==> src/design/hcmn_pkg.sv <==
`default_nettype none

package hcmn_pkg;

    // grid and field widths
    localparam int GRID_MAX_DEF = 1024;
    localparam int H_W          = 24;
    localparam int SP_W         = 23;
    localparam int HOLE_W       = 11;
    localparam int CFG_IDX_W    = 4;
    localparam int CFG_DATA_W   = 23;
    localparam int NXZ_W        = 16;
    localparam int NY_W         = 15;

    // normal datapath widths
    localparam int PROD_W     = 48;
    localparam int MAG_W      = 47;
    localparam int POS_W      = 6;
    localparam int NM_W       = 30;
    localparam int NORM_MSB   = 29;
    localparam int SQR_W      = 60;
    localparam int SQ_W       = 63;
    localparam int SQRT_STEPS = 32;
    localparam int LEN_W      = 31;
    localparam int Q_W        = 15;
    localparam int FRAC_BITS  = 14;
    localparam int REM_W      = 46;
    localparam int ONE_Q14    = 16384;

    // result buffer
    localparam int SLOT_DEPTH = 16;
    localparam int SLOT_AW    = 4;

    // vertex sequence
    localparam int PH_W    = 3;
    localparam int PH_LAST = 5;

    typedef enum logic [CFG_IDX_W-1:0] {
        REG_H_SPACING   = 4'd0,
        REG_V_SPACING   = 4'd1,
        REG_HALF_WIDTH  = 4'd2,
        REG_HALF_HEIGHT = 4'd3,
        REG_HOLE_COL_LO = 4'd4,
        REG_HOLE_COL_HI = 4'd5,
        REG_HOLE_ROW_LO = 4'd6,
        REG_HOLE_ROW_HI = 4'd7
    } cfg_reg_t;

    typedef struct packed {
        logic signed [NXZ_W-1:0] x;
        logic        [NY_W-1:0]  y;
        logic signed [NXZ_W-1:0] z;
    } normal_t;

    typedef struct packed {
        logic [SP_W-1:0] h_spacing;
        logic [SP_W-1:0] v_spacing;
        logic [SP_W-1:0] half_width;
        logic [SP_W-1:0] half_height;
    } geom_t;

    typedef struct packed {
        logic signed [H_W-1:0] a;
        logic signed [H_W-1:0] b;
        logic signed [H_W-1:0] c;
        logic signed [H_W-1:0] d;
    } heights_t;

endpackage

`default_nettype wire

==> src/design/hcmn_vbuf.sv <==
`default_nettype none

module hcmn_vbuf
    import hcmn_pkg::*;
#(
    parameter int CW = 10
)
(
    input  wire logic                    clk,
    input  wire logic                    rst_n,
    input  wire geom_t                   geom,
    input  wire logic                    alloc,
    input  wire logic [CW-1:0]           alloc_col,
    input  wire logic [CW-1:0]           alloc_row,
    input  wire heights_t                alloc_hts,
    input  wire logic                    nrm_valid,
    input  wire normal_t                 nrm1,
    input  wire normal_t                 nrm2,
    output logic                         full,
    output logic                         vertex_valid,
    output logic signed [H_W-1:0]        pos_x,
    output logic signed [H_W-1:0]        pos_y,
    output logic signed [H_W-1:0]        pos_z,
    output logic signed [NXZ_W-1:0]      norm_x,
    output logic [NY_W-1:0]              norm_y,
    output logic signed [NXZ_W-1:0]      norm_z,
    output logic                         last_vertex
);

    localparam int RAW_W = CW + SP_W + 3;

    // slot storage
    logic [CW-1:0]  col_mem [SLOT_DEPTH];
    logic [CW-1:0]  row_mem [SLOT_DEPTH];
    heights_t       hts_mem [SLOT_DEPTH];
    normal_t        n1_mem  [SLOT_DEPTH];
    normal_t        n2_mem  [SLOT_DEPTH];

    logic [SLOT_AW-1:0] wr_ptr_reg, ex_ptr_reg, rd_ptr_reg;
    logic [SLOT_AW:0]   count_reg, count_next;
    logic [SLOT_DEPTH-1:0] done_reg, done_next;

    logic           f_v_reg, p_v_reg, e_act_reg;
    logic [CW-1:0]  f_col_reg, f_row_reg;
    heights_t       f_hts_reg, p_hts_reg, e_hts_reg;
    normal_t        f_n1_reg, f_n2_reg, p_n1_reg, p_n2_reg, e_n1_reg, e_n2_reg;
    logic signed [H_W-1:0] p_x0_reg, p_x1_reg, p_z0_reg, p_z1_reg;
    logic signed [H_W-1:0] e_x0_reg, e_x1_reg, e_z0_reg, e_z1_reg;
    logic [PH_W-1:0] e_ph_reg;

    logic f_load, p_load, e_take, e_end;
    logic [RAW_W-1:0] px_prod, pz_prod;
    logic signed [RAW_W-1:0] rx0, rx1, rz0, rz1;

    function automatic logic signed [H_W-1:0] sat24(input logic signed [RAW_W-1:0] v);
        logic signed [H_W-1:0] r;
        if (v[RAW_W-1:H_W-1] == '0 || v[RAW_W-1:H_W-1] == '1)
            r = v[H_W-1:0];
        else if (v[RAW_W-1])
            r = {1'b1, {(H_W-1){1'b0}}};
        else
            r = {1'b0, {(H_W-1){1'b1}}};
        return r;
    endfunction

    // handshakes between fetch, position and emit stages
    assign e_end  = e_act_reg && (e_ph_reg == PH_W'(PH_LAST));
    assign e_take = p_v_reg && (!e_act_reg || e_end);
    assign p_load = f_v_reg && (!p_v_reg || e_take);
    assign f_load = done_reg[rd_ptr_reg] && (!f_v_reg || p_load);
    assign full   = (count_reg == (SLOT_AW+1)'(SLOT_DEPTH));

    // slot bookkeeping
    always_comb
    begin
        count_next = count_reg + (SLOT_AW+1)'(alloc) - (SLOT_AW+1)'(f_load);
        done_next  = done_reg;
        if (nrm_valid)
            done_next[ex_ptr_reg] = 1'b1;
        if (f_load)
            done_next[rd_ptr_reg] = 1'b0;
    end

    always_ff @(posedge clk or negedge rst_n)
    begin
        if (!rst_n)
        begin
            wr_ptr_reg <= '0;
            ex_ptr_reg <= '0;
            rd_ptr_reg <= '0;
            count_reg  <= '0;
            done_reg   <= '0;
            f_v_reg    <= 1'b0;
            p_v_reg    <= 1'b0;
            e_act_reg  <= 1'b0;
            e_ph_reg   <= '0;
        end
        else
        begin
            count_reg <= count_next;
            done_reg  <= done_next;
            if (alloc)
                wr_ptr_reg <= wr_ptr_reg + 1'b1;
            if (nrm_valid)
                ex_ptr_reg <= ex_ptr_reg + 1'b1;
            if (f_load)
                rd_ptr_reg <= rd_ptr_reg + 1'b1;
            if (f_load)
                f_v_reg <= 1'b1;
            else if (p_load)
                f_v_reg <= 1'b0;
            if (p_load)
                p_v_reg <= 1'b1;
            else if (e_take)
                p_v_reg <= 1'b0;
            if (e_take)
            begin
                e_act_reg <= 1'b1;
                e_ph_reg  <= '0;
            end
            else if (e_end)
                e_act_reg <= 1'b0;
            else if (e_act_reg)
                e_ph_reg <= e_ph_reg + 1'b1;
        end
    end

    // memory writes and registered reads
    always_ff @(posedge clk)
    begin
        if (alloc)
        begin
            col_mem[wr_ptr_reg] <= alloc_col;
            row_mem[wr_ptr_reg] <= alloc_row;
            hts_mem[wr_ptr_reg] <= alloc_hts;
        end
        if (nrm_valid)
        begin
            n1_mem[ex_ptr_reg] <= nrm1;
            n2_mem[ex_ptr_reg] <= nrm2;
        end
        if (f_load)
        begin
            f_col_reg <= col_mem[rd_ptr_reg];
            f_row_reg <= row_mem[rd_ptr_reg];
            f_hts_reg <= hts_mem[rd_ptr_reg];
            f_n1_reg  <= n1_mem[rd_ptr_reg];
            f_n2_reg  <= n2_mem[rd_ptr_reg];
        end
    end

    // corner coordinates before saturation
    always_comb
    begin
        px_prod = f_col_reg * geom.h_spacing;
        pz_prod = f_row_reg * geom.v_spacing;
        rx0 = $signed(px_prod) - $signed(RAW_W'(geom.half_width));
        rx1 = rx0 + $signed(RAW_W'(geom.h_spacing));
        rz0 = $signed(pz_prod) - $signed(RAW_W'(geom.half_height));
        rz1 = rz0 + $signed(RAW_W'(geom.v_spacing));
    end

    always_ff @(posedge clk)
    begin
        if (p_load)
        begin
            p_x0_reg  <= sat24(rx0);
            p_x1_reg  <= sat24(rx1);
            p_z0_reg  <= sat24(rz0);
            p_z1_reg  <= sat24(rz1);
            p_hts_reg <= f_hts_reg;
            p_n1_reg  <= f_n1_reg;
            p_n2_reg  <= f_n2_reg;
        end
        if (e_take)
        begin
            e_x0_reg  <= p_x0_reg;
            e_x1_reg  <= p_x1_reg;
            e_z0_reg  <= p_z0_reg;
            e_z1_reg  <= p_z1_reg;
            e_hts_reg <= p_hts_reg;
            e_n1_reg  <= p_n1_reg;
            e_n2_reg  <= p_n2_reg;
        end
    end

    // vertex order a b c, c b d
    always_comb
    begin
        vertex_valid = e_act_reg;
        last_vertex  = e_end;
        case (e_ph_reg)
            3'd0:
            begin
                pos_x = e_x0_reg; pos_z = e_z0_reg; pos_y = e_hts_reg.a;
                {norm_x, norm_y, norm_z} = e_n1_reg;
            end
            3'd1:
            begin
                pos_x = e_x0_reg; pos_z = e_z1_reg; pos_y = e_hts_reg.b;
                {norm_x, norm_y, norm_z} = e_n1_reg;
            end
            3'd2:
            begin
                pos_x = e_x1_reg; pos_z = e_z0_reg; pos_y = e_hts_reg.c;
                {norm_x, norm_y, norm_z} = e_n1_reg;
            end
            3'd3:
            begin
                pos_x = e_x1_reg; pos_z = e_z0_reg; pos_y = e_hts_reg.c;
                {norm_x, norm_y, norm_z} = e_n2_reg;
            end
            3'd4:
            begin
                pos_x = e_x0_reg; pos_z = e_z1_reg; pos_y = e_hts_reg.b;
                {norm_x, norm_y, norm_z} = e_n2_reg;
            end
            default:
            begin
                pos_x = e_x1_reg; pos_z = e_z1_reg; pos_y = e_hts_reg.d;
                {norm_x, norm_y, norm_z} = e_n2_reg;
            end
        endcase
    end

endmodule

`default_nettype wire

==> config.mk <==
export PLATFORM = sky130hd
export DESIGN_NAME = hcmn_vbuf
export DESIGN_NICKNAME = d
export VERILOG_FILES = /design/src/design/hcmn_pkg.sv /design/src/design/hcmn_vbuf.sv
export SDC_FILE = /design/constraint.sdc
export NUM_CORES = 2
export LEC_CHECK = 0
export BUFFER_PORTS_ARGS = -buffer_cell sky130_fd_sc_hd__clkbuf_2
export CAP_MARGIN = 20
export CORE_MARGIN = 2
export CORE_UTILIZATION = 49
export DETAILED_ROUTE_END_ITERATION = 10
export HOLD_SLACK_MARGIN = 0.12
export MAX_ROUTING_LAYER = met4
export SKIP_CTS_REPAIR_TIMING = 1
export SLEW_MARGIN = 20
export SYNTH_ARGS = -nofsm -noshare
export SYNTH_HDL_FRONTEND = slang
export SYNTH_SLANG_ARGS = --single-unit
==> constraint.sdc <==
create_clock -name clk -period 52.1 [get_ports clk]
set_input_delay 10.42 -clock clk [delete_from_list [all_inputs] [get_ports clk]]
set_output_delay 10.42 -clock clk [all_outputs]
set_load 0.01 [all_outputs]
After elaboration in Yosys (flattened, before gate mapping):

Memories as Yosys holds them, arrays and structs flattened. A register that Yosys moved wholly into a read port is not among the register bits.
Index checks and enable logic that the tools add are counted.
Widths: inputs -> output; s select.

* logic and storage cells: 138
* RAM bits: 3360
* memories kept: 5
* input port bits: 306
* flip-flop bits (word level): 611
* output and inout bits: 122

Memories
* hts_mem: words 16, width 96, rd ports 1, clocked after memory_dff 1, wr ports 1, line hcmn_vbuf.sv:35 `heights_t hts_mem [SLOT_DEPTH];`
* n1_mem: words 16, width 47, rd ports 1, clocked after memory_dff 1, wr ports 1, line hcmn_vbuf.sv:36 `normal_t n1_mem [SLOT_DEPTH];`
* n2_mem: words 16, width 47, rd ports 1, clocked after memory_dff 1, wr ports 1, line hcmn_vbuf.sv:37 `normal_t n2_mem [SLOT_DEPTH];`
* col_mem: words 16, width 10, rd ports 1, clocked after memory_dff 1, wr ports 1, line hcmn_vbuf.sv:33 `logic [CW-1:0] col_mem [SLOT_DEPTH];`
* row_mem: words 16, width 10, rd ports 1, clocked after memory_dff 1, wr ports 1, line hcmn_vbuf.sv:34 `logic [CW-1:0] row_mem [SLOT_DEPTH];`

* add/subtract/negate cells: 10
* bitwise logic cells: 3
* magnitude comparators: 4
* eq/ne operators: 11
* reduce and logical (&&, ||, !) cells: 31
* multiply operators: 2
* muxes and demuxes: 35

Operators with widths (number)
* $mux 24: 10
* $pmux 24 s3: 1
* $add 34x24->35: 2
* $sub 33x23->34: 2
* $mul 10x23->33: 2
* $mux 16: 4
* $eq 13x13->1 const B: 4
* $logic_not 13->1: 4
* $and 16x16->16: 1
* $not 16->16: 1
* $or 16x16->16: 1
* $mux 15: 1
* $mux 1: 13
* $add 4x1->4 const B: 3
* $lt 4x5->1 const B: 2
* $mux 3: 3
* $reduce_or 3->1: 3
* $demux 1 s4: 2
* $ge 4x1->1 const B: 2
* $reduce_bool 2->1: 4
* $logic_or 1x1->1: 7
* $eq 3x2->1 const B: 2
* $eq 3x3->1 const B: 2
* $logic_and 1x1->1: 6
* 11 further kinds: 14

Logic depth before layout (Yosys ltp):

* word-level depth: 9
* gate-level depth with buffers: 37
* mapped depth without buffers: 34

Worst setup path after synthesis:

No wires, ideal clock.

* path type: reg2reg
* start: reg e_ph_reg[1]
* end: reg p_hts_reg[0] (netlist name), enable pin
* setup slack: 29294 ps
* stages on the path, launching flop included: 5
* required time: 50732 ps
* library setup time: 1368 ps
* buffers on the path: 0
* data arrival time: 21438 ps
* period minus slack after synthesis: 22806 ps
* cell sequence: dfrtp_1 > inv_1 > ha_1 > a21boi_1 > a21boi_0

* word-level cells in the longest chain between the ends: 6

RTL lines
* from (decl): line hcmn_vbuf.sv:49 `logic [PH_W-1:0] e_ph_reg;`
* from (signal assigned): line hcmn_vbuf.sv:124 `e_ph_reg <= e_ph_reg + 1'b1;`
* $eq 3x3->1: line hcmn_vbuf.sv:67 `assign e_end = e_act_reg && (e_ph_reg == PH_W'(PH_LAST));`
* $logic_and 1x1->1: line hcmn_vbuf.sv:67
* $logic_or 1x1->1: line hcmn_vbuf.sv:68 `assign e_take = p_v_reg && (!e_act_reg || e_end);`
* $logic_and 1x1->1: line hcmn_vbuf.sv:68
* $logic_or 1x1->1: line hcmn_vbuf.sv:69 `assign p_load = f_v_reg && (!p_v_reg || e_take);`
* $logic_and 1x1->1: line hcmn_vbuf.sv:69
* net p_load: line hcmn_vbuf.sv:51 `logic f_load, p_load, e_take, e_end;`
* to (signal assigned): line hcmn_vbuf.sv:171 `p_hts_reg <= f_hts_reg;`
* to (decl): line hcmn_vbuf.sv:45 `heights_t f_hts_reg, p_hts_reg, e_hts_reg;`

The timed path passes the listed nets, and every way through them passes these cells.
A chain may end at the register's enable or synchronous reset.

Final worst setup path:

* start: in geom[50] (netlist name)
* end: reg p_z1_reg[0], data pin

* word-level cells in the longest chain between the ends: 6
* elaborated cells on any way between the ends: 8
* those cells by class: add/sub: 2; mul: 1; eq/ne: 1; mux: 2; reduce/logical: 2

RTL lines
* from (decl): line hcmn_vbuf.sv:11 `input wire geom_t geom,`
* $mul 10x23->33: line hcmn_vbuf.sv:156 `pz_prod = f_row_reg * geom.v_spacing;`
* $sub 33x23->34: line hcmn_vbuf.sv:159 `rz0 = $signed(pz_prod) - $signed(RAW_W'(geom.half_height));`
* $add 34x24->35 *: line hcmn_vbuf.sv:160 `rz1 = rz0 + $signed(RAW_W'(geom.v_spacing));`
* $eq 13x13->1 / $logic_not 13->1 (equally long branches): line hcmn_vbuf.sv:57 `if (v[RAW_W-1:H_W-1] == '0 || v[RAW_W-1:H_W-1] == '1)`
* $logic_or 1x1->1: line hcmn_vbuf.sv:57
* $mux 24 *: line hcmn_vbuf.sv:57
* to (signal assigned): line hcmn_vbuf.sv:170 `p_z1_reg <= sat24(rz1);`
* to (decl): line hcmn_vbuf.sv:47 `logic signed [H_W-1:0] p_x0_reg, p_x1_reg, p_z0_reg, p_z1_reg;`

Every way passes the cells marked *; elsewhere a longest branch is shown, timed or not.

==> qor.yml <==
grt:
  overflow: 0
  grt_usage_pct: 24.3
  busiest_layer: "met2"
  grt_util_met2_pct: 38.9
  grt_max_degree: 148
  antenna_found_initial: 78
  grt_pass1_vias: 87646
  grt_first_pass_wirelength_um: 611000
  grt_use_met3_pct: 3.61
  grtUsageMet1_pct: 33.4
detailed_routing:
  wl_per_cell_um: 29.5
  drc: 0
  drt_pass1_iterations: 6
  routed_wl_um: 419000
  vias_per_cell: 5.92
  vias: 84151
  drt_iter0_markers: 7523
  ant_nets: 0
sta:
  min_period_over_period_pct: 35.1
  skew_ps: 93.5
  hold_violations: 0
  rsz0062_at_grt: "no"
  tightest_slew_ps: 1160
  setup_viol: 0
  max_freq_ghz: 0.0546
  fin_crit_ps: 18310
  relSlewSlack_pct: 22.9
  maxSlewViolCount: 0
  setup_tns_ps: 0
yosys:
  synthFlopType: "edfxtp_1"
  synth_cells: 8487
  yosys_warnings: 0
  syn_nets: 9408
  yosysSeqAreaShare_pct: 72.3
  synth_edf_count: 4142
  synth-seq-cells: 4181
  syn-cell-area_sq_um: 173000
  avgSynthCellArea_sq_um: 20.4
  yosysUniqueCellTypes: 96
  async_flop_share_pct: 0.933
run_status:
  status: "finished, final reports clean"
clock_tree:
  cts_buffer_depth: 4
  clock-sinks: 4181
  cts_inserted_buffers: 425
  insertion_delay_ps: 940
  cts_tree: "done"
  htreeDepth: 5
  clkSlewWorstSetupHoldPaths_ps: 50
  root_buffer: "clkbuf_16"
floorplan:
  coreArea_sq_um: 352000
  die_y_um: 599
  io_pins: 428
  die_w_um: 599
  die-area_sq_um: 359000
  rows: 218
  initial_utilization_pct: 49.2
worst_setup_path:
  critical_path.slowest_cell: "fa_1"
  critPathMaxFanout: 23
  cp-startpoint: "geom[50]"
  rr_worst_depth: 33
  cp.required_ps: 52720
  r2r_start: "f_col_reg[3]"
  critPathMaxStageDelay_ps: 540
  arrival_ps: 18930
  end_kind: "flip-flop"
  crit_type: "primary input to flip-flop"
  start_kind: "primary input"
min_path:
  hold_class: "flip-flop to flip-flop"
  min_path_cells: 0
  hp-start: "p_x0_reg[13]"
place:
  dp_hpwl_um: 228000
  routabilityCongestion: 0.876
  placed_cells: 13387
  portBuffers: 427
finish:
  top_register: "hts_mem"
  reg.largest.list: "hts_mem (1536), n1_mem (752), n2_mem (752)"
  drive_gt1_share_pct: 25.1
  largest_reg_flops: 1536
  nets: 10008
  final_cells: 14205
  syn_to_final_growth_pct: 12.7
job:
  maxCapViolations: 0
worst paths after layout:
check,endpoint,slack [ps]
worst min-delay path,e_x0_reg[13],390
worst max register to register,p_x1_reg[12],42730
min in group asynchronous,count_reg[4],9610
worst max-delay path,p_z1_reg[0],33790
worst min register to register,e_x0_reg[13],390
max in group asynchronous,rd_ptr_reg[2],41900
cells by family (layout without fill, tap and decap cells):
group | Yosys count | in the layout | share of synthesized area (%)
AOI/OAI and AO/OA | 491 | 491 | 1.83
xor gates and xnor gates | 109 | 109 | 0.551
adders and majority gates | 615 | 615 | 6.09
buffers and inverters | 866 | 1814 | 1.89
DFF | 4181 | 4181 | 72.3
muxes | 1182 | 1182 | 14.5
other | 0 | 40 | 0
and+or+nand+nor | 1043 | 1043 | 2.82
cell usage after synthesis, types with 10 or more instances:
cell / n / area share, %
edfxtp_1: 4142 / 72
mux4_2: 1055 / 14
nand2_1: 499 / 1.1
inv_1: 473 / 1.0
fa_1: 381 / 4.4
clkbuf_1: 334 / 0.72
ha_1: 234 / 1.7
and2_1: 168 / 0.61
nor2_1: 162 / 0.35
a21oi_1: 161 / 0.46
o21ai_0: 99 / 0.29
mux2_2: 79 / 0.51
xnor2_1: 64 / 0.32
a21o_1: 55 / 0.24
buf_1: 49 / 0.11
mux2i_1: 45 / 0.26
xor2_1: 45 / 0.23
dfrtp_1: 39 / 0.56
nor3_1: 36 / 0.10
nand3_1: 35 / 0.10
nand2b_1: 27 / 0.097
and3_1: 24 / 0.087
a211oi_1: 20 / 0.087
a22oi_1: 20 / 0.087
nand4_1: 19 / 0.069
o21bai_1: 16 / 0.069
a31oi_1: 14 / 0.051
nor2b_1: 12 / 0.043
or3_1: 12 / 0.043
nor4_1: 11 / 0.040
o21a_1: 10 / 0.043
per-stage QoR:
| stage | hold WS, ps | area [sq um] | util [%] | worst slack, ps |
|---|---|---|---|---|
| floorplan | 400 | 173000 | - | 29290 |
| global placement | 400 | 182000 | 51.5 | 33350 |
| detailed placement | 405 | 182000 | 51.5 | 33070 |
| CTS | 396 | 195000 | 55.4 | 34040 |
| global route | 401 | 195000 | 55.5 | 33320 |
| finish | 391 | 195000 | 55.5 | 33790 |
layer usage:
metal	vias up	wire length [um]
li1	35016	-
met1	45727	176000
met2	2783	207000
met3	625	26600
met4	0	9390
met5	-	0
area by class of cell:
| class | instances | area [sq um] |
|---|---|---|
| clock inverter | 248 | 2510 |
| fill | 26694 | 157000 |
| tap | 4730 | 5920 |
| clock buffer | 527 | 11200 |
| multi-input combinational | 3440 | 45000 |
| antenna | 40 | 100 |
| timing repair buffer | 565 | 3550 |
| inverter | 474 | 1780 |
| sequential | 4181 | 125000 |
critical path, delay by kind of cell:
family	cells	cell delay, ps
XOR/XNOR	1	140
multiplexers	1	380
AO/OA/AOI/OAI	11	2520
buffers and inverters	7	870
adder cells (fa/ha/maj)	7	3120
AND/OR/NAND/NOR	6	1450
layout by cell type, fill, tap and decap left out, types with 40 or more instances in the layout:
master,synthesis,layout
bufinv_16,0,43
nand2_1,499,499
diode_2,0,40
and2_1,168,167
clkbuf_16,0,432
mux2i_1,45,45
inv_1,473,473
edfxtp_1,4142,4142
clkbuf_2,1,427
fa_1,381,381
nor2_1,162,134
clkinv_1,1,95
xor2_1,45,45
buf_4,1,107
mux4_2,1055,1055
o21ai_0,99,99
clkbuf_1,334,92
mux2_2,79,79
xnor2_1,64,64
ha_1,234,234
a21oi_1,161,160
a21o_1,55,55
clkinv_2,0,80
Power is left out: the tool's default activity adds up to more than one toggle a clock period on the data nets, which glitch-free logic cannot reach.
